`config.mk`:
```
export PLATFORM = sky130hd
export DESIGN_NAME = sbus_frame_pulse_encoder
export DESIGN_NICKNAME = d
export VERILOG_FILES = /design/src/rtl/sfpe_pkg.sv /design/src/rtl/sfpe_queue.sv /design/src/rtl/sfpe_front.sv /design/src/rtl/sfpe_back.sv /design/src/rtl/sbus_frame_pulse_encoder.sv
export VERILOG_INCLUDE_DIRS = /design/src /design/src/rtl
export SDC_FILE = /design/constraint.sdc
export NUM_CORES = 1
export LEC_CHECK = 0
export BUFFER_PORTS_ARGS = -buffer_cell sky130_fd_sc_hd__buf_2
export CELL_PAD_IN_SITES_DETAIL_PLACEMENT = 1
export CELL_PAD_IN_SITES_GLOBAL_PLACEMENT = 2
export CORE_MARGIN = 5
export CORE_UTILIZATION = 38
export DETAILED_ROUTE_END_ITERATION = 10
export GPL_TIMING_DRIVEN = 0
export MAX_ROUTING_LAYER = met4
export PLACE_DENSITY = 0.79
export SETUP_SLACK_MARGIN = 0.4
export SLEW_MARGIN = 0
export SYNTH_ARGS = -nofsm -noshare
export SYNTH_HDL_FRONTEND = slang
export SYNTH_SLANG_ARGS = --single-unit
```
`constraint.sdc`:
```
create_clock -name clock -period 7.7 [get_ports clock]
set_clock_uncertainty 0.1 [all_clocks]
set_input_delay 1.54 -clock clock [delete_from_list [all_inputs] [get_ports clock]]
set_output_delay 1.54 -clock clock [all_outputs]
set_load 0.1 [all_outputs]
```
`src/rtl/sbus_frame_pulse_encoder_macros.svh`:
```
// Assertion macros for the frame pulse encoder RTL (included by sfpe_back).
// No dependencies; include by bare file name where checks are written.
`ifndef SBUS_FRAME_PULSE_ENCODER_MACROS_SVH
`define SBUS_FRAME_PULSE_ENCODER_MACROS_SVH

// Consequent must hold in the same cycle as the antecedent.
`define SFPE_ASSERT_NOW(label, clk, rst, ante, cons) \
   label: assert property (@(posedge clk) disable iff (rst) (ante) |-> (cons)) \
      else $error("sfpe: same-cycle check failed");

// Consequent must hold in the cycle after the antecedent.
`define SFPE_ASSERT_NEXT(label, clk, rst, ante, cons) \
   label: assert property (@(posedge clk) disable iff (rst) (ante) |=> (cons)) \
      else $error("sfpe: next-cycle check failed");

`endif

```
`src/rtl/sfpe_pkg.sv`:
```
// Shared types, constants and state encodings of the frame pulse encoder.
// No dependencies; imported by the front, back and top-level modules.
`default_nettype none

package sfpe_pkg;

   localparam int NUM_CHANNELS_DEF = 16;
   localparam int CHANNEL_BITS_DEF = 11;

   localparam int VALUE_W     = 13;
   localparam int TICKS_W     = 5;
   localparam int GAP_W       = 16;
   localparam int PULSE_W     = 16;
   localparam int CSR_W       = 16;
   localparam int CSR_INDEX_W = 2;
   localparam int BYTE_W      = 8;
   localparam int CHAN_W      = 11;

   localparam logic [TICKS_W-1:0] BIT_TICKS_RESET = 5'd20;
   localparam logic [GAP_W-1:0]   GAP_TICKS_RESET = 16'd60000;

   localparam logic [BYTE_W-1:0] SYNC_BYTE  = 8'h0F;
   localparam logic [BYTE_W-1:0] ZERO_BYTE  = 8'h00;
   localparam int                CHAN_CENTER = 992;
   localparam int                CHAN_MAX    = 2047;

   // value*8/10 = (4*|value|)/5, and x/5 = (x*52429) >> 18 for any 16-bit x
   localparam int              MAG_W       = VALUE_W + 2;
   localparam logic [15:0]     RECIP_5     = 16'd52429;
   localparam int              RECIP_SHIFT = 18;
   localparam int              PROD_W      = MAG_W + 16;
   localparam int              QUOT_W      = 12;
   localparam int              LEVEL_W     = 15;

   localparam logic [1:0] FLAG_CH_A = 2'b01;
   localparam logic [1:0] FLAG_CH_B = 2'b10;

   // start, eight data bits, parity, stop
   localparam int LEVEL_BITS = 11;
   localparam int BIT_IDX_W  = 4;
   localparam int RUN_W      = 10;
   localparam int TRIM_W     = RUN_W + 2;

   localparam int CMD_DEPTH = 4;
   localparam int RSP_DEPTH = 4;

   typedef enum logic [CSR_INDEX_W-1:0] {
      CSR_BIT_TICKS = 2'd0,
      CSR_GAP_TICKS = 2'd1
   } csr_index_type;

   typedef struct packed {
      logic              frame_end;
      logic [BYTE_W-1:0] data;
   } cmd_type;

   typedef struct packed {
      logic [PULSE_W-1:0] pulse_ticks;
      logic               frame_end;
   } result_type;

   typedef enum logic [2:0] {
      FR_IDLE,
      FR_SYNC,
      FR_PACK,
      FR_DRAIN,
      FR_LEFT,
      FR_FLAG,
      FR_ZERO,
      FR_END
   } front_state_type;

   typedef enum logic [2:0] {
      BK_IDLE,
      BK_BITS,
      BK_LAST,
      BK_END_HELD,
      BK_END_GAP
   } back_state_type;

endpackage

`default_nettype wire

```
`src/rtl/sfpe_queue.sv`:
```
// Small first-in first-out queue in flip-flops, generic width and depth.
// Depends on nothing; used between front and back and on the result side.
`default_nettype none

module sfpe_queue #(
   parameter int WIDTH = 8,
   parameter int DEPTH = 4
) (
   input  wire logic             clock,
   input  wire logic             reset,
   input  wire logic             push,
   input  wire logic [WIDTH-1:0] wdata,
   output logic                  full,
   input  wire logic             pop,
   output logic [WIDTH-1:0]      rdata,
   output logic                  empty
);

   localparam int PTR_W = (DEPTH > 1) ? $clog2(DEPTH) : 1;
   localparam int CNT_W = $clog2(DEPTH + 1);

   logic [WIDTH-1:0] mem_ff [DEPTH];
   logic [PTR_W-1:0] wr_ptr_ff, wr_ptr_in;
   logic [PTR_W-1:0] rd_ptr_ff, rd_ptr_in;
   logic [CNT_W-1:0] count_ff, count_in;
   logic             push_ok, pop_ok;

   assign full    = (count_ff == CNT_W'(DEPTH));
   assign empty   = (count_ff == '0);
   assign push_ok = push && !full;
   assign pop_ok  = pop && !empty;
   assign rdata   = mem_ff[rd_ptr_ff];

   always_comb begin
      wr_ptr_in = wr_ptr_ff;
      rd_ptr_in = rd_ptr_ff;
      count_in  = count_ff;
      if (push_ok) begin
         wr_ptr_in = (wr_ptr_ff == PTR_W'(DEPTH - 1)) ? '0 : wr_ptr_ff + PTR_W'(1);
      end
      if (pop_ok) begin
         rd_ptr_in = (rd_ptr_ff == PTR_W'(DEPTH - 1)) ? '0 : rd_ptr_ff + PTR_W'(1);
      end
      if (push_ok && !pop_ok) begin
         count_in = count_ff + CNT_W'(1);
      end else if (pop_ok && !push_ok) begin
         count_in = count_ff - CNT_W'(1);
      end
   end

   always_ff @(posedge clock) begin
      if (reset) begin
         wr_ptr_ff <= '0;
         rd_ptr_ff <= '0;
         count_ff  <= '0;
      end else begin
         wr_ptr_ff <= wr_ptr_in;
         rd_ptr_ff <= rd_ptr_in;
         count_ff  <= count_in;
      end
   end

   always_ff @(posedge clock) begin
      if (push_ok) begin
         mem_ff[wr_ptr_ff] <= wdata;
      end
   end

endmodule

`default_nettype wire

```
`src/rtl/sfpe_front.sv`:
```
// Front end: takes channel beats, scales and packs them, issues byte commands.
// Depends on sfpe_pkg; feeds the command queue read by sfpe_back.
`default_nettype none

module sfpe_front
   import sfpe_pkg::*;
#(
   parameter int NUM_CHANNELS = NUM_CHANNELS_DEF,
   parameter int CHANNEL_BITS = CHANNEL_BITS_DEF
) (
   input  wire logic                      clock,
   input  wire logic                      reset,
   input  wire logic                      push,
   input  wire logic signed [VALUE_W-1:0] value,
   output logic                           full,
   output logic                           cmd_push,
   output cmd_type                        cmd,
   input  wire logic                      cmd_full
);

   localparam int IDX_W  = $clog2(NUM_CHANNELS + 2);
   localparam int ACC_W  = CHANNEL_BITS + BYTE_W - 1;
   localparam int HELD_W = $clog2(ACC_W + 1);

   localparam logic signed [LEVEL_W-1:0] CENTER_S = LEVEL_W'(CHAN_CENTER);
   localparam logic signed [LEVEL_W-1:0] MAX_S    = LEVEL_W'(CHAN_MAX);

   front_state_type    state_ff, state_in;
   logic [IDX_W-1:0]   index_ff, index_in;
   logic [ACC_W-1:0]   acc_ff, acc_in;
   logic [HELD_W-1:0]  held_ff, held_in;
   logic [1:0]         flags_ff, flags_in;
   logic               pos_ff, pos_in;
   logic               neg_ff, neg_in;
   logic [PROD_W-1:0]  prod_ff, prod_in;

   logic [VALUE_W-1:0]        value_bits;
   logic [VALUE_W-1:0]        mag;
   logic [MAG_W-1:0]          scaled_mag;
   logic [QUOT_W-1:0]         quot;
   logic signed [LEVEL_W-1:0] quot_s;
   logic signed [LEVEL_W-1:0] level;
   logic [CHAN_W-1:0]         level_clamped;
   logic [CHANNEL_BITS-1:0]   code;

   assign full = (state_ff != FR_IDLE);

   // |value| * 4 times the reciprocal of five
   assign value_bits = value;
   assign mag        = value_bits[VALUE_W-1] ? (~value_bits + VALUE_W'(1)) : value_bits;
   assign scaled_mag = {mag, 2'b00};
   assign prod_in    = PROD_W'(scaled_mag) * PROD_W'(RECIP_5);

   // truncate toward zero, re-center, clamp to the channel range
   assign quot   = prod_ff[RECIP_SHIFT +: QUOT_W];
   assign quot_s = signed'(LEVEL_W'(quot));
   assign level  = neg_ff ? (CENTER_S - quot_s) : (CENTER_S + quot_s);

   always_comb begin
      if (level < 0) begin
         level_clamped = '0;
      end else if (level > MAX_S) begin
         level_clamped = CHAN_W'(CHAN_MAX);
      end else begin
         level_clamped = level[CHAN_W-1:0];
      end
   end

   assign code = level_clamped[CHANNEL_BITS-1:0];

   always_comb begin
      state_in = state_ff;
      index_in = index_ff;
      acc_in   = acc_ff;
      held_in  = held_ff;
      flags_in = flags_ff;
      pos_in   = pos_ff;
      neg_in   = neg_ff;
      cmd_push = 1'b0;
      cmd      = '{frame_end: 1'b0, data: acc_ff[BYTE_W-1:0]};

      unique case (state_ff)
         FR_IDLE: begin
            if (push) begin
               neg_in = value_bits[VALUE_W-1];
               pos_in = !value_bits[VALUE_W-1] && (value_bits != '0);
               if (index_ff == '0) begin
                  state_in = FR_SYNC;
               end else if (index_ff < IDX_W'(NUM_CHANNELS)) begin
                  state_in = FR_PACK;
               end else if (index_ff == IDX_W'(NUM_CHANNELS)) begin
                  state_in = FR_LEFT;
               end else begin
                  state_in = FR_FLAG;
               end
            end
         end
         FR_SYNC: begin
            if (!cmd_full) begin
               cmd_push = 1'b1;
               cmd.data = SYNC_BYTE;
               state_in = FR_PACK;
            end
         end
         FR_PACK: begin
            acc_in   = acc_ff | (ACC_W'(code) << held_ff);
            held_in  = held_ff + HELD_W'(CHANNEL_BITS);
            state_in = FR_DRAIN;
         end
         FR_DRAIN: begin
            if (held_ff >= HELD_W'(BYTE_W)) begin
               if (!cmd_full) begin
                  cmd_push = 1'b1;
                  acc_in   = acc_ff >> BYTE_W;
                  held_in  = held_ff - HELD_W'(BYTE_W);
               end
            end else begin
               index_in = index_ff + IDX_W'(1);
               state_in = FR_IDLE;
            end
         end
         FR_LEFT: begin
            // pad leftover bits into one last byte
            if (held_ff == '0 || !cmd_full) begin
               cmd_push = (held_ff != '0);
               acc_in   = '0;
               held_in  = '0;
               flags_in = flags_ff | (pos_ff ? FLAG_CH_A : 2'b00);
               index_in = index_ff + IDX_W'(1);
               state_in = FR_IDLE;
            end
         end
         FR_FLAG: begin
            if (!cmd_full) begin
               cmd_push = 1'b1;
               cmd.data = {6'b0, flags_ff | (pos_ff ? FLAG_CH_B : 2'b00)};
               state_in = FR_ZERO;
            end
         end
         FR_ZERO: begin
            if (!cmd_full) begin
               cmd_push = 1'b1;
               cmd.data = ZERO_BYTE;
               state_in = FR_END;
            end
         end
         FR_END: begin
            if (!cmd_full) begin
               cmd_push = 1'b1;
               cmd      = '{frame_end: 1'b1, data: ZERO_BYTE};
               flags_in = '0;
               index_in = '0;
               state_in = FR_IDLE;
            end
         end
         default: begin
            state_in = FR_IDLE;
         end
      endcase
   end

   always_ff @(posedge clock) begin
      if (reset) begin
         state_ff <= FR_IDLE;
         index_ff <= '0;
         acc_ff   <= '0;
         held_ff  <= '0;
         flags_ff <= '0;
      end else begin
         state_ff <= state_in;
         index_ff <= index_in;
         acc_ff   <= acc_in;
         held_ff  <= held_in;
         flags_ff <= flags_in;
      end
   end

   always_ff @(posedge clock) begin
      pos_ff <= pos_in;
      neg_ff <= neg_in;
      if (state_ff == FR_IDLE) begin
         prod_ff <= prod_in;
      end
   end

endmodule

`default_nettype wire

```
`src/rtl/sfpe_back.sv`:
```
// Back end: serializes byte commands into trimmed level runs and the frame gap.
// Depends on sfpe_pkg and the assertion macros header.
`default_nettype none
`include "sbus_frame_pulse_encoder_macros.svh"

module sfpe_back
   import sfpe_pkg::*;
(
   input  wire logic               clock,
   input  wire logic               reset,
   input  wire logic [TICKS_W-1:0] bit_ticks,
   input  wire logic [GAP_W-1:0]   gap_ticks,
   input  wire logic               cmd_empty,
   input  cmd_type                 cmd,
   output logic                    cmd_pop,
   input  wire logic               res_full,
   output logic                    res_push,
   output result_type              res
);

   localparam logic [BIT_IDX_W-1:0] LAST_IDX = BIT_IDX_W'(LEVEL_BITS - 1);
   localparam logic signed [TRIM_W-1:0] TRIM_ODD  = TRIM_W'(1);
   localparam logic signed [TRIM_W-1:0] TRIM_EVEN = -TRIM_W'(3);
   localparam logic signed [TRIM_W-1:0] TRIM_MIN  = TRIM_W'(1);

   back_state_type          state_ff, state_in;
   logic [LEVEL_BITS-1:0]   levels_ff, levels_in;
   logic [BIT_IDX_W-1:0]    bit_idx_ff, bit_idx_in;
   logic                    cur_ff, cur_in;
   logic [RUN_W-1:0]        run_ff, run_in;
   logic                    parity_ff, parity_in;
   logic                    held_valid_ff, held_valid_in;
   logic [PULSE_W-1:0]      held_ff, held_in;

   logic [RUN_W-1:0]        bt_run;
   logic [RUN_W-1:0]        run_sel;
   logic signed [TRIM_W-1:0] trimmed;
   logic [PULSE_W-1:0]      new_pulse;
   logic                    level_bit;
   logic                    stall;
   logic                    do_run;
   logic                    step;

   assign bt_run    = RUN_W'(bit_ticks);
   assign run_sel   = (state_ff == BK_LAST) ? (run_ff + bt_run) : run_ff;
   assign trimmed   = signed'(TRIM_W'(run_sel)) + (parity_ff ? TRIM_ODD : TRIM_EVEN);
   assign new_pulse = (trimmed < TRIM_MIN) ? PULSE_W'(1) : PULSE_W'(trimmed[TRIM_W-2:0]);
   assign level_bit = levels_ff[bit_idx_ff];
   // a run can only close while the previous pulse has somewhere to go
   assign stall     = held_valid_ff && res_full;

   always_comb begin
      state_in      = state_ff;
      levels_in     = levels_ff;
      bit_idx_in    = bit_idx_ff;
      cur_in        = cur_ff;
      run_in        = run_ff;
      parity_in     = parity_ff;
      held_valid_in = held_valid_ff;
      held_in       = held_ff;
      cmd_pop       = 1'b0;
      res_push      = 1'b0;
      res           = '{pulse_ticks: held_ff, frame_end: 1'b0};
      do_run        = 1'b0;
      step          = 1'b0;

      unique case (state_ff)
         BK_IDLE: begin
            if (!cmd_empty) begin
               cmd_pop = 1'b1;
               if (cmd.frame_end) begin
                  state_in = BK_END_HELD;
               end else begin
                  levels_in  = {1'b1, ^cmd.data, cmd.data, 1'b0};
                  cur_in     = 1'b0;
                  run_in     = bt_run;
                  bit_idx_in = BIT_IDX_W'(1);
                  state_in   = BK_BITS;
               end
            end
         end
         BK_BITS: begin
            if (level_bit == cur_ff) begin
               run_in = run_ff + bt_run;
               step   = 1'b1;
            end else if (!stall) begin
               do_run = 1'b1;
               run_in = bt_run;
               cur_in = level_bit;
               step   = 1'b1;
            end
            if (step) begin
               if (bit_idx_ff == LAST_IDX) begin
                  state_in = BK_LAST;
               end else begin
                  bit_idx_in = bit_idx_ff + BIT_IDX_W'(1);
               end
            end
         end
         BK_LAST: begin
            // stop level runs one extra bit time
            if (!stall) begin
               do_run   = 1'b1;
               state_in = BK_IDLE;
            end
         end
         BK_END_HELD: begin
            // odd pulse count: flush held pulse; even: gap replaces it
            if (parity_ff && held_valid_ff) begin
               if (!res_full) begin
                  res_push = 1'b1;
                  state_in = BK_END_GAP;
               end
            end else begin
               state_in = BK_END_GAP;
            end
         end
         BK_END_GAP: begin
            if (!res_full) begin
               res_push      = 1'b1;
               res           = '{pulse_ticks: gap_ticks, frame_end: 1'b1};
               held_valid_in = 1'b0;
               parity_in     = 1'b0;
               state_in      = BK_IDLE;
            end
         end
         default: begin
            state_in = BK_IDLE;
         end
      endcase

      if (do_run) begin
         res_push      = held_valid_ff;
         held_in       = new_pulse;
         held_valid_in = 1'b1;
         parity_in     = !parity_ff;
      end
   end

   always_ff @(posedge clock) begin
      if (reset) begin
         state_ff      <= BK_IDLE;
         parity_ff     <= 1'b0;
         held_valid_ff <= 1'b0;
      end else begin
         state_ff      <= state_in;
         parity_ff     <= parity_in;
         held_valid_ff <= held_valid_in;
      end
   end

   always_ff @(posedge clock) begin
      levels_ff  <= levels_in;
      bit_idx_ff <= bit_idx_in;
      cur_ff     <= cur_in;
      run_ff     <= run_in;
      held_ff    <= held_in;
   end

   `SFPE_ASSERT_NEXT(a_gap_clears_hold, clock, reset, (state_ff == BK_END_GAP) && res_push, !held_valid_ff && !parity_ff)
   `SFPE_ASSERT_NOW(a_pulse_from_hold, clock, reset, res_push && !res.frame_end, held_valid_ff)
   `SFPE_ASSERT_NOW(a_bit_idx_range, clock, reset, state_ff == BK_BITS, (bit_idx_ff != '0) && (bit_idx_ff <= LAST_IDX))

endmodule

`default_nettype wire

```
`src/rtl/sbus_frame_pulse_encoder.sv`:
```
// Serial frame pulse encoder top level: config registers, front, back, queues.
// Depends on sfpe_pkg, sfpe_queue, sfpe_front and sfpe_back.
//
// Usage:
//   Channel values go in on the req_ side one beat per channel, channels 0 up
//   to NUM_CHANNELS+1 per frame; a beat is taken when req_push is high and
//   req_full is low. Level runs come out on the rsp_ side as a queue: a beat
//   is on rsp_pulse_ticks/rsp_frame_end while rsp_empty is low and leaves when
//   rsp_pop is high. The last beat of each frame carries rsp_frame_end and the
//   inter-frame gap length.
//   The front end accepts and multiplies a channel beat, packs it, issues
//   its bytes one by one and closes. The serializer sets the pace: for each
//   byte it loads the levels, takes ten level steps and closes the stop run;
//   at a frame end it flushes the held pulse on an odd count, then the gap.
//   Reset clears the frame position, packing state and held pulse, and loads
//   bit_ticks with 20 and gap_ticks with 60000. Write csr_ registers only
//   while the encoder is quiet. When the receiver stops popping, the result
//   queue fills, the serializer holds, the command queue fills and req_full
//   stays high until room frees up; nothing is dropped.
`default_nettype none

module sbus_frame_pulse_encoder
   import sfpe_pkg::*;
#(
   parameter int NUM_CHANNELS = NUM_CHANNELS_DEF,
   parameter int CHANNEL_BITS = CHANNEL_BITS_DEF
) (
   input  wire logic                      clock,
   input  wire logic                      reset,
   // channel beats
   input  wire logic                      req_push,
   output logic                           req_full,
   input  wire logic signed [VALUE_W-1:0] req_channel_value,
   // pulse beats
   output logic                           rsp_empty,
   input  wire logic                      rsp_pop,
   output logic [PULSE_W-1:0]             rsp_pulse_ticks,
   output logic                           rsp_frame_end,
   // register writes
   input  wire logic                      csr_write,
   input  wire logic [CSR_INDEX_W-1:0]    csr_index,
   input  wire logic [CSR_W-1:0]          csr_wdata
);

   logic [TICKS_W-1:0] bit_ticks_ff, bit_ticks_in;
   logic [GAP_W-1:0]   gap_ticks_ff, gap_ticks_in;

   logic       cmd_push, cmd_full, cmd_pop, cmd_empty;
   cmd_type    cmd_wr, cmd_rd;
   logic       res_push, res_full;
   result_type res_wr, res_rd;

   // Register writes: unknown indexes fall through and change nothing.
   always_comb begin
      bit_ticks_in = bit_ticks_ff;
      gap_ticks_in = gap_ticks_ff;
      if (csr_write) begin
         unique case (csr_index)
            CSR_BIT_TICKS: bit_ticks_in = csr_wdata[TICKS_W-1:0];
            CSR_GAP_TICKS: gap_ticks_in = csr_wdata[GAP_W-1:0];
            default: ;
         endcase
      end
   end

   always_ff @(posedge clock) begin
      if (reset) begin
         bit_ticks_ff <= BIT_TICKS_RESET;
         gap_ticks_ff <= GAP_TICKS_RESET;
      end else begin
         bit_ticks_ff <= bit_ticks_in;
         gap_ticks_ff <= gap_ticks_in;
      end
   end

   // Front end: classify each channel beat and turn it into byte commands.
   sfpe_front #(
      .NUM_CHANNELS (NUM_CHANNELS),
      .CHANNEL_BITS (CHANNEL_BITS)
   ) u_front (
      .clock    (clock),
      .reset    (reset),
      .push     (req_push),
      .value    (req_channel_value),
      .full     (req_full),
      .cmd_push (cmd_push),
      .cmd      (cmd_wr),
      .cmd_full (cmd_full)
   );

   // Decouple the packer from the serializer.
   sfpe_queue #(
      .WIDTH ($bits(cmd_type)),
      .DEPTH (CMD_DEPTH)
   ) u_cmd_queue (
      .clock (clock),
      .reset (reset),
      .push  (cmd_push),
      .wdata (cmd_wr),
      .full  (cmd_full),
      .pop   (cmd_pop),
      .rdata (cmd_rd),
      .empty (cmd_empty)
   );

   // Back end: serialize bytes into trimmed runs, hold one back for the gap.
   sfpe_back u_back (
      .clock     (clock),
      .reset     (reset),
      .bit_ticks (bit_ticks_ff),
      .gap_ticks (gap_ticks_ff),
      .cmd_empty (cmd_empty),
      .cmd       (cmd_rd),
      .cmd_pop   (cmd_pop),
      .res_full  (res_full),
      .res_push  (res_push),
      .res       (res_wr)
   );

   // Result queue parts the serializer from the receiver's stalls.
   sfpe_queue #(
      .WIDTH ($bits(result_type)),
      .DEPTH (RSP_DEPTH)
   ) u_rsp_queue (
      .clock (clock),
      .reset (reset),
      .push  (res_push),
      .wdata (res_wr),
      .full  (res_full),
      .pop   (rsp_pop && !rsp_empty),
      .rdata (res_rd),
      .empty (rsp_empty)
   );

   assign rsp_pulse_ticks = res_rd.pulse_ticks;
   assign rsp_frame_end   = res_rd.frame_end;

endmodule

`default_nettype wire

```
; ---- Yosys cells after proc, flatten, opt, wreduce, memory -nomap -nowiden
; Memory sizes are Yosys's and may differ from the RTL's. A register that Yosys moved wholly into a read port is not among the register bits.
; Index checks and enable logic that the tools add are counted.
[word_totals]
mem_count = 2
mem_bits_rw = 104
input_bits = 36
wordCells = 258
regBits = 143
out_inout_bits = 19
[mem_list]
columns = memory, words, word_bits, rd, rd_clocked_by_memory_dff, wr, line_no
row1 = u_rsp_queue.mem_ff, 4, 17, 1, 1, 1, sfpe_queue.sv:22  ; logic [WIDTH-1:0] mem_ff [DEPTH];
row2 = u_cmd_queue.mem_ff, 4, 9, 1, 1, 1, sfpe_queue.sv:22
[op_classes]
n_bitwise = 6
n_eq_ne = 42
addsub = 17
reduce_logical = 55
shifts = 1
n_mul = 1
muxes = 103
magnitude_cmp = 6
[op_table]
columns = operator, count
row1 = $mux 3, 20
row2 = $mux 18, 3
row3 = $pmux 18 s3, 1
row4 = $mux 10, 5
row5 = $mux 17, 2
row6 = $pmux 8 s4, 1
row7 = $mux 5, 6
row8 = $ne 2x2->1 const B, 15
row9 = $pmux 5 s3, 2
row10 = $mul 13x16->28 const B, 1
row11 = $mux 1, 28
row12 = $mux 2, 12
row13 = $mux 8, 3
row14 = $pmux 3 s8, 1
row15 = $mux 11, 2
row16 = $eq 3x3->1 const B, 7
row17 = $pmux 10 s2, 1
row18 = $or 18x18->18, 1
row19 = $shl 11x5->18, 1
row20 = $mux 4, 4
row21 = $gt 15x12->1 const B, 1
row22 = $lt 15x1->1 const B, 1
row23 = $mux 15, 1
row24 = $pmux 3 s5, 1
row25 = other kinds (54), 111

; ---- Longest topological paths before layout
; Gate-level depths: netlist of the first run.
[depth]
ltp_word = 11
depth_mapped = 24
ltp_nobuf = 24

; ---- Modules after synthesis
; Synthesis of the first run repeated with hierarchy kept, for this count alone.
[hier_totals]
cells_unflattened = 1438
hier_area_um2 = 15366.0
[modules_own_cells]
columns = module, seq_area_each_um2, n_inst, area_per_inst_um2, cells_each
row1 = sfpe_front, 1061.0, 1, 6656.4, 803
row2 = sfpe_back, 1151.1, 1, 3019.1, 308
row3 = sfpe_queue at u_rsp_queue, 2222.1, 1, 2972.9, 139
row4 = sfpe_queue at u_cmd_queue, 1261.2, 1, 1811.7, 97
row5 = sbus_frame_pulse_encoder, 420.4, 1, 905.9, 91

; ---- Least setup slack after synthesis of the first run
; Ideal clock, no wire load.
[synth_path]
path_type = input to register
start = input req_channel_value[3]
end = register u_front.prod_ff[29], data pin
t_required_ps = 7344
setup_time_ps = 256
setup_slack_ps = 305
cell_stages = 20
n_path_buf = 0
t_arrival_ps = 7039
cell_sequence = or3_4 or3_4 o41ai_1 xor2_1 xnor2_1 inv_1 fa_1 fa_1 fa_1 fa_1 inv_1 ha_1 a21oi_1 o21a_1 o21ai_0 nor4_1 a21oi_1 a211o_1 a2111o_1 o211a_1
[synth_between]
elab_chain_cells = 4
[synth_rtl]
columns = item, line_no
row1 = "start, declared", sbus_frame_pulse_encoder.sv:33  ; input wire logic signed [VALUE_W-1:0] req_channel_value,
row2 = $not 13->13, sfpe_front.sv:50  ; assign mag = value_bits[VALUE_W-1] ? (~value_bits + VALUE_W'(1)) : value_bits;
row3 = $add 13x1->13, sfpe_front.sv:50
row4 = $mux 13 (*), sfpe_front.sv:50
row5 = $mul 13x16->28 (*), sfpe_front.sv:52  ; assign prod_in = PROD_W'(scaled_mag) * PROD_W'(RECIP_5);
row6 = named net u_front.prod_in[29], sfpe_front.sv:35  ; logic [PROD_W-1:0] prod_ff, prod_in;
row7 = "end signal, assigned", sfpe_front.sv:182  ; prod_ff <= prod_in;
row8 = "end, declared", sfpe_front.sv:35
; Mark *: on every way through the listed nets, which the timed path passes. The rest lies on a longest branch.
; A chain may end at the register's enable or synchronous reset.

; ---- Worst setup path in the final report of the first run
[layout_path]
start = input req_channel_value[5]
end = register u_front.prod_ff[29], data pin
; The elaborated chain is that of the path after synthesis.

==> qor.yml, run 1 <==
timing:
  worst_slew_pin_slew_ns: 1.169
  finalCriticalPeriod_ns: 7.114
  fmax_mhz: 140.6
  maxSlewHeadroom_pct: 21.94
  final_hold_viol_count: 0
  finalCritPeriodShare_pct: 92.38
  slew_viol_final: 0
  rsz0062_at_grt: "false"
  fin_ws_ns: 0.5864
  finalSetupTns_ns: 0
  setup_viol: 0
clock_tree:
  ctsHoldBuffers: 0
  root_buffer: "clkbuf_16"
  tritoncts: "built"
  cts_max_path_buffers: 3
  clk-insertion-delay-late_ns: 0.54
  htreeDepth: 1
  cts_made_buffers: 26
  cts_sinks: 229
  clkSlewWorstSetupHoldPaths_ns: 0.06
synthesis:
  synth-edff-count: 153
  synthArstFlopShare_pct: 0
  ys_seq_area_share_pct: 41.65
  syn-num-nets: 1597
  synthFlopType: "edfxtp_1"
  syn_area_per_cell_um2: 10.56
  synthTopCellsByArea: "edfxtp_1 31%, dfxtp_1 10%, ha_1 10%"
  yosys_register_bits: 229
  syn_inst: 1390
  netlist_area_mm2: 0.01468
  synth_top_area_share_pct: 31.29
  yosysTopAreaCell: "edfxtp_1"
  ys_types: 77
  ys_warn_count: 0
grt:
  grt_use_met1_pct: 22.53
  globalRouteMet2Util_pct: 30.95
  grt_pass1_vias: 11176
  antenna_found_initial: 0
  grt_max_degree: 18
  grt_util_met3_pct: 1.609
  grt.total_usage_pct: 17.59
  grt_pass1_wl_um: 59420
  gr-total-overflow: 0
  top_usage_layer: "met2"
floorplanning:
  ios: 55
  num_rows: 72
  core_area_mm2: 0.03847
  initial_core_util_pct: 38.17
  floorplan.die.height_um: 206.6
  die_area_mm2: 0.04267
  die_w_um: 206.6
power:
  powerDensity_mw_per_mm2: 480.6
  finalPower_mw: 8.096
  ir_worst_vdd_v: 0.0002192
  leakage_nw: 6.668
worst_setup_path:
  end_kind: "flip-flop"
  cp.required_ns: 7.87
  arrival_ns: 7.28
  start_kind: "input pin"
  path_class: "in2reg"
  worstPathMaxFanout: 4
cells_and_area:
  drive_gt1_share_pct: 13.48
  final_cell_mix: "153 x edfxtp_1, 137 x nand2_1, 131 x inv_1, 114 x ha_1, 103 x nor2_1"
  syn2layout_area_growth_pct: 14.71
  utilization_pct: 43.79
  fin_nets: 1693
  fillers: 4253
  final_common_cell: "edfxtp_1"
  diodes: 0
  stdcell_area_mm2: 0.01684
detailed_routing:
  routed_wl_um: 36180
  drt_iter0_drc: 469
  viasPerCell: 5.214
  drc: 0
  vias: 10553
  wl_per_cell_um: 17.88
  ant_nets: 0
  first_pass_iters: 4
place:
  dp_hpwl_um: 27830
  io_buffer_count: 53
  dpl_cell_area_mm2: 0.01566
  pre_cts_ws_ns: -0.4652
  gp_congestion: 0.8270
flow_run:
  maxCapViolCount: 0
worst_hold_path:
  min_path_type: "reg2reg"
outcome:
  outcome: "finished, final reports clean"
## area by class of cell
type	count	area (µm²)	area share [%]
plain buffers	53	201.4	1.196
clock buffers	30	665.6	3.952
repair buffers	68	377.9	2.243
multi-input cells	971	8105	48.12
flip-flops and latches	229	6116	36.31
clock inverters	18	215.2	1.278
inverters	137	514.2	3.053
well taps	518	648.1	3.848
## state kept, by name, summed over array words and instances (netlist names), 4 cells and up, named ones only
register,flops
bit_ticks_ff,5
u_front.prod_ff,12
u_back.levels_ff,9
gap_ticks_ff,16
u_back.held_ff,11
u_back.bit_idx_ff,4
u_front.index_ff,5
u_cmd_queue.mem_ff,36
u_back.run_ff,10
u_front.acc_ff,18
u_rsp_queue.mem_ff,68
u_front.held_ff,5
## timing repair
| item | in CTS | in global routing |
|---|---|---|
| pin swaps | 6 | 25 |
| buffers inserted | 3 | 11 |
| gates resized for setup | 13 | 16 |
| endpoints found under the setup margin | 4 | 5 |
## synth_stat cells, types with 10 or more instances
library cell and instances:
a211oi_1 19, o21ai_0 56, nor3_1 25, nor2_1 103, or3_1 15, nor2b_1 15
clkbuf_1 47, o211ai_1 10, xnor2_1 42, mux2i_1 26, nand3_1 12, nand2b_1 17
edfxtp_1 153, a31oi_1 10, and2_1 26, nand2_1 137, inv_1 135, mux4_2 30
o21a_1 12, nand3b_1 10, dfxtp_1 76, xor2_1 27, a21oi_1 69, fa_1 51
ha_1 120
## worst paths after layout
path,from,endpoint,slack [ns],depth (start not counted)
min reg2reg,u_front.flags_ff[0]$_SDFFE_PP0P_,u_front.flags_ff[0]$_SDFFE_PP0P_,0.35,2
max,req_channel_value[5],u_front.prod_ff[29]$_DFFE_PN_,0.59,20
min,u_front.flags_ff[0]$_SDFFE_PP0P_,u_front.flags_ff[0]$_SDFFE_PP0P_,0.35,2
max reg2reg,u_back.run_ff[0]$_DFFE_PP_,u_back.held_ff[7]$_SDFFCE_PP0P_,3.38,16
## stage by stage
step,std cells,hold slack (ns)
detailed placement,1961,0.3395
CTS,2012,0.3488
global placement,1961,0.3307
global route,2024,0.3773
floorplan,1390,0.3186
finish,2024,0.3496
## metal layers
metal	vias up	wire length [µm]
met5	-	0
met4	0	485
met3	28	874
met2	101	18530
met1	5289	16290
li1	5135	-
## critical path: stages
cell      delay, ns
buf_2          0.12
or3_4          0.40
or3_4          0.43
or4b_4         0.62
xnor2_2        0.19
fa_2           0.39
fa_2           0.60
inv_1          0.07
fa_1           0.53
inv_1          0.05
fa_1           0.47
ha_1           0.30
a21oi_1        0.15
o21a_1         0.18
o21ai_2        0.08
nor4_2         0.17
a21oi_2        0.12
a211o_1        0.34
a2111o_1       0.36
o211a_1        0.15
## cells by family after synthesis
kind of cell | after synthesis | share of synthesized area [%]
simple gates | 409 | 13.72
compound gates | 257 | 11.43
flops | 229 | 41.65
buf+inv | 190 | 4.865
fa+ha+maj | 171 | 17.18
xor+xnor | 70 | 4.226
mux | 63 | 6.910
other cells | 1 | 0.02554
## power by group
part,total [mW],switching [mW],internal (mW)
sequential,2.04,0.199,1.84
combinational,4.79,2.91,1.88
clock,1.26,0.506,0.759
total,8.10,3.61,4.48
(Power assumes the default switching activity.)
==> run 2: changes to the inputs <==
--- a/config.mk
+++ b/config.mk
@@ -7,14 +7,15 @@
 export NUM_CORES = 1
 export LEC_CHECK = 0
 export BUFFER_PORTS_ARGS = -buffer_cell sky130_fd_sc_hd__buf_2
+export CAP_MARGIN = 20
 export CELL_PAD_IN_SITES_DETAIL_PLACEMENT = 1
 export CELL_PAD_IN_SITES_GLOBAL_PLACEMENT = 2
 export CORE_MARGIN = 5
-export CORE_UTILIZATION = 38
+export CORE_UTILIZATION = 45
 export DETAILED_ROUTE_END_ITERATION = 10
 export GPL_TIMING_DRIVEN = 0
 export MAX_ROUTING_LAYER = met4
-export PLACE_DENSITY = 0.79
+export PLACE_DENSITY = 0.87
 export SETUP_SLACK_MARGIN = 0.4
 export SLEW_MARGIN = 0
 export SYNTH_ARGS = -nofsm -noshare
==> constraint.sdc (replaced) <==
create_clock -name clock -period 8.6 [get_ports clock]
set_clock_uncertainty 0.1 [all_clocks]
set_input_delay 1.72 -clock clock [delete_from_list [all_inputs] [get_ports clock]]
set_output_delay 1.72 -clock clock [all_outputs]
set_load 0.1 [all_outputs]
==> run 2 against run 1 <==
Total power down 13%. Largest power group unchanged. Largest cell class unchanged. Critical path depth up 3. Register-to-register slack better by 0.91 ns. Die area down 15%. Clock power down 11%. Wire length down 0.98%. Final cell count down 4.3%. Global-route usage up 2.8 points.
==> qor.yml, run 2 (synthesized netlist as in run 1, its figures left out) <==
grt:
  gr-total-overflow: 0  # unchanged
  grt_pass1_vias: 11301  # was 11176
  antenna_found_initial: 0  # unchanged
  grt.total_usage_pct: 20.42  # was 17.59%
  grt_pass1_wl_um: 58900  # was 59420 µm
  grt_max_degree: 18  # unchanged
cells_and_area:
  final_cells: 1937  # was 2024
  top_regs: "u_rsp_queue.mem_ff (68), u_cmd_queue.mem_ff (36), u_front.acc_ff (18)"  # unchanged
  final_cell_mix: "153 x edfxtp_1, 137 x nand2_1, 135 x inv_1, 120 x ha_1, 103 x nor2_1"  # was 153 x edfxtp_1, 137 x nand2_1, 131 x inv_1, 114 x ha_1, 103 x nor2_1
  syn2layout_area_growth_pct: 11.71  # was 14.71%
  utilization_pct: 50.67  # was 43.79%
  diodes: 0  # unchanged
  drive_gt1_share_pct: 10.57  # was 13.48%
  fin_nets: 1681  # was 1693
  top_register: "u_rsp_queue.mem_ff"  # unchanged
  largest_reg_flops: 68  # unchanged
  final_common_cell: "edfxtp_1"  # unchanged
floorplanning:
  floorplan.die.height_um: 190.6  # was 206.6 µm
  die_area_mm2: 0.03634  # was 0.04267 mm²
  initial_core_util_pct: 45.36  # was 38.17%
  core_area_mm2: 0.03237  # was 0.03847 mm²
  ios: 55  # unchanged
  die_w_um: 190.6  # was 206.6 µm
  num_rows: 66  # was 72
detailed_routing:
  first_pass_iters: 5  # was 4
  drc: 0  # unchanged
  vias: 10520  # was 10553
  viasPerCell: 5.431  # was 5.214
  wl_per_cell_um: 18.50  # was 17.88 µm
  drt_iter0_drc: 483  # was 469
  routed_wl_um: 35830  # was 36180 µm
  ant_nets: 0  # unchanged
timing:
  fmax_mhz: 129.3
  holdWs_ns: 0.3516  # was 0.3496 ns
  finalCritPeriodShare_pct: 89.96
  finalCriticalPeriod_ns: 7.736
  maxSlewHeadroom_pct: 32.05  # was 21.94%
  rsz0062_at_grt: "false"  # unchanged
  slew_viol_final: 0  # unchanged
  final_hold_viol_count: 0  # unchanged
  finalSetupTns_ns: 0  # unchanged
  worst_slew_pin_slew_ns: 1.017  # was 1.169 ns
  setup_viol: 0  # unchanged
outcome:
  outcome: "finished, final reports clean"  # unchanged
clock_tree:
  cts_made_buffers: 27  # was 26
  clkSlewWorstSetupHoldPaths_ns: 0.07  # was 0.06 ns
  htreeDepth: 1  # unchanged
  cts_max_path_buffers: 3  # unchanged
  tritoncts: "built"  # unchanged
  root_buffer: "clkbuf_16"  # unchanged
  cts_sinks: 229  # unchanged
  cts_resized: 0  # was 13
  post_cts.repair.setup_buffers: 0  # was 3
  clk-insertion-delay-late_ns: 0.54  # about the same
  ctsHoldBuffers: 0  # unchanged
worst_setup_path:
  start_kind: "input pin"  # unchanged
  arrival_ns: 7.92  # was 7.28 ns
  cp.required_ns: 8.78  # was 7.87 ns
  path_class: "in2reg"  # unchanged
  worstPathMaxFanout: 6  # was 4
  end_kind: "flip-flop"  # unchanged
  r2r_slack_ns: 4.29  # was 3.38 ns
flow_run:
  maxCapViolCount: 0  # unchanged
worst_hold_path:
  min_path_type: "reg2reg"  # unchanged
place:
  io_buffer_count: 53  # unchanged
  gp_congestion: 0.8941  # was 0.8270
  dp_hpwl_um: 27790  # was 27830 µm
  dp_cells: 1886  # was 1961
power:
  ir_worst_vdd_v: 0.0001887  # was 0.0002192 V
  powerDensity_mw_per_mm2: 431.6  # was 480.6 mW/mm²
  leakage_nw: 6.544  # was 6.668 nW
[run 2: changes by cell type in the layout (fill, tap and decap cells not counted), sizes merged]
cell	delta
clkinv	-3
buf	-13
clkbuf	+6
inv	+2
bufinv	-3
[run 2: metrics by stage]
step / area [µm²] / power (mW) / worst slack, ns
floorplan: 14680 / 4.953 / 1.025
global placement: 15500 / 5.812 / 0.2901
detailed placement: 15510 / 6.011 / 0.1998
CTS: 16390 / 7.163 / 0.7842
global route: 16400 / 7.724 / 0.4276
finish: 16400 / 7.080 / 0.8637
[run 2: final timing paths]
kind,start,to,cells after the start
worst max-delay path,req_channel_value[0],u_front.prod_ff[29]$_DFFE_PN_,23
worst min-delay path,u_front.flags_ff[0]$_SDFFE_PP0P_,u_front.flags_ff[0]$_SDFFE_PP0P_,2
worst max register to register,u_front.held_ff[0]$_SDFFE_PP0P_,u_cmd_queue.count_ff[2]$_SDFFE_PP0P_,13
worst min register to register,u_front.flags_ff[0]$_SDFFE_PP0P_,u_front.flags_ff[0]$_SDFFE_PP0P_,2
[run 2: area by class of cell]
cell class	count	area, µm²
buffer	53	200.2
clock buffer	36	760.7
clock inverter	14	117.6
fill	3600	15970
inverter	137	514.2
multi-input combinational	971	7861
sequential	229	6116
tap	442	553.0
timing repair buffer	55	280.3
[run 2: power by group]
part / leakage [nW] / switching, mW / internal (mW)
registers: 2.02 / 0.178 / 1.65
clock network: 0.425 / 0.462 / 0.656
logic: 4.10 / 2.56 / 1.57
total: 6.54 / 3.20 / 3.88
[run 2: worst max-delay path, cell delays in order]
cell	delay, ns
buf_2	0.14
or3_1	0.41
or3_2	0.48
o31ai_1	0.25
xnor2_1	0.27
ha_1	0.34
ha_1	0.29
inv_1	0.05
fa_1	0.50
inv_1	0.07
fa_1	0.55
inv_1	0.06
fa_1	0.50
inv_1	0.04
ha_1	0.29
and2_1	0.16
a221oi_1	0.32
o211ai_1	0.24
nand4b_1	0.19
a21oi_1	0.17
a211o_1	0.37
a2111o_1	0.37
o211a_1	0.14
[run 2: layer usage]
metal  global-route usage [%]  vias up  share of wire, %
li1                         -     5112                 -
met1                    25.27     5226                44
met2                    36.88      141                52
met3                    1.941       41               2.7
met4                    3.785        0               1.7
met5                        -        -                 0
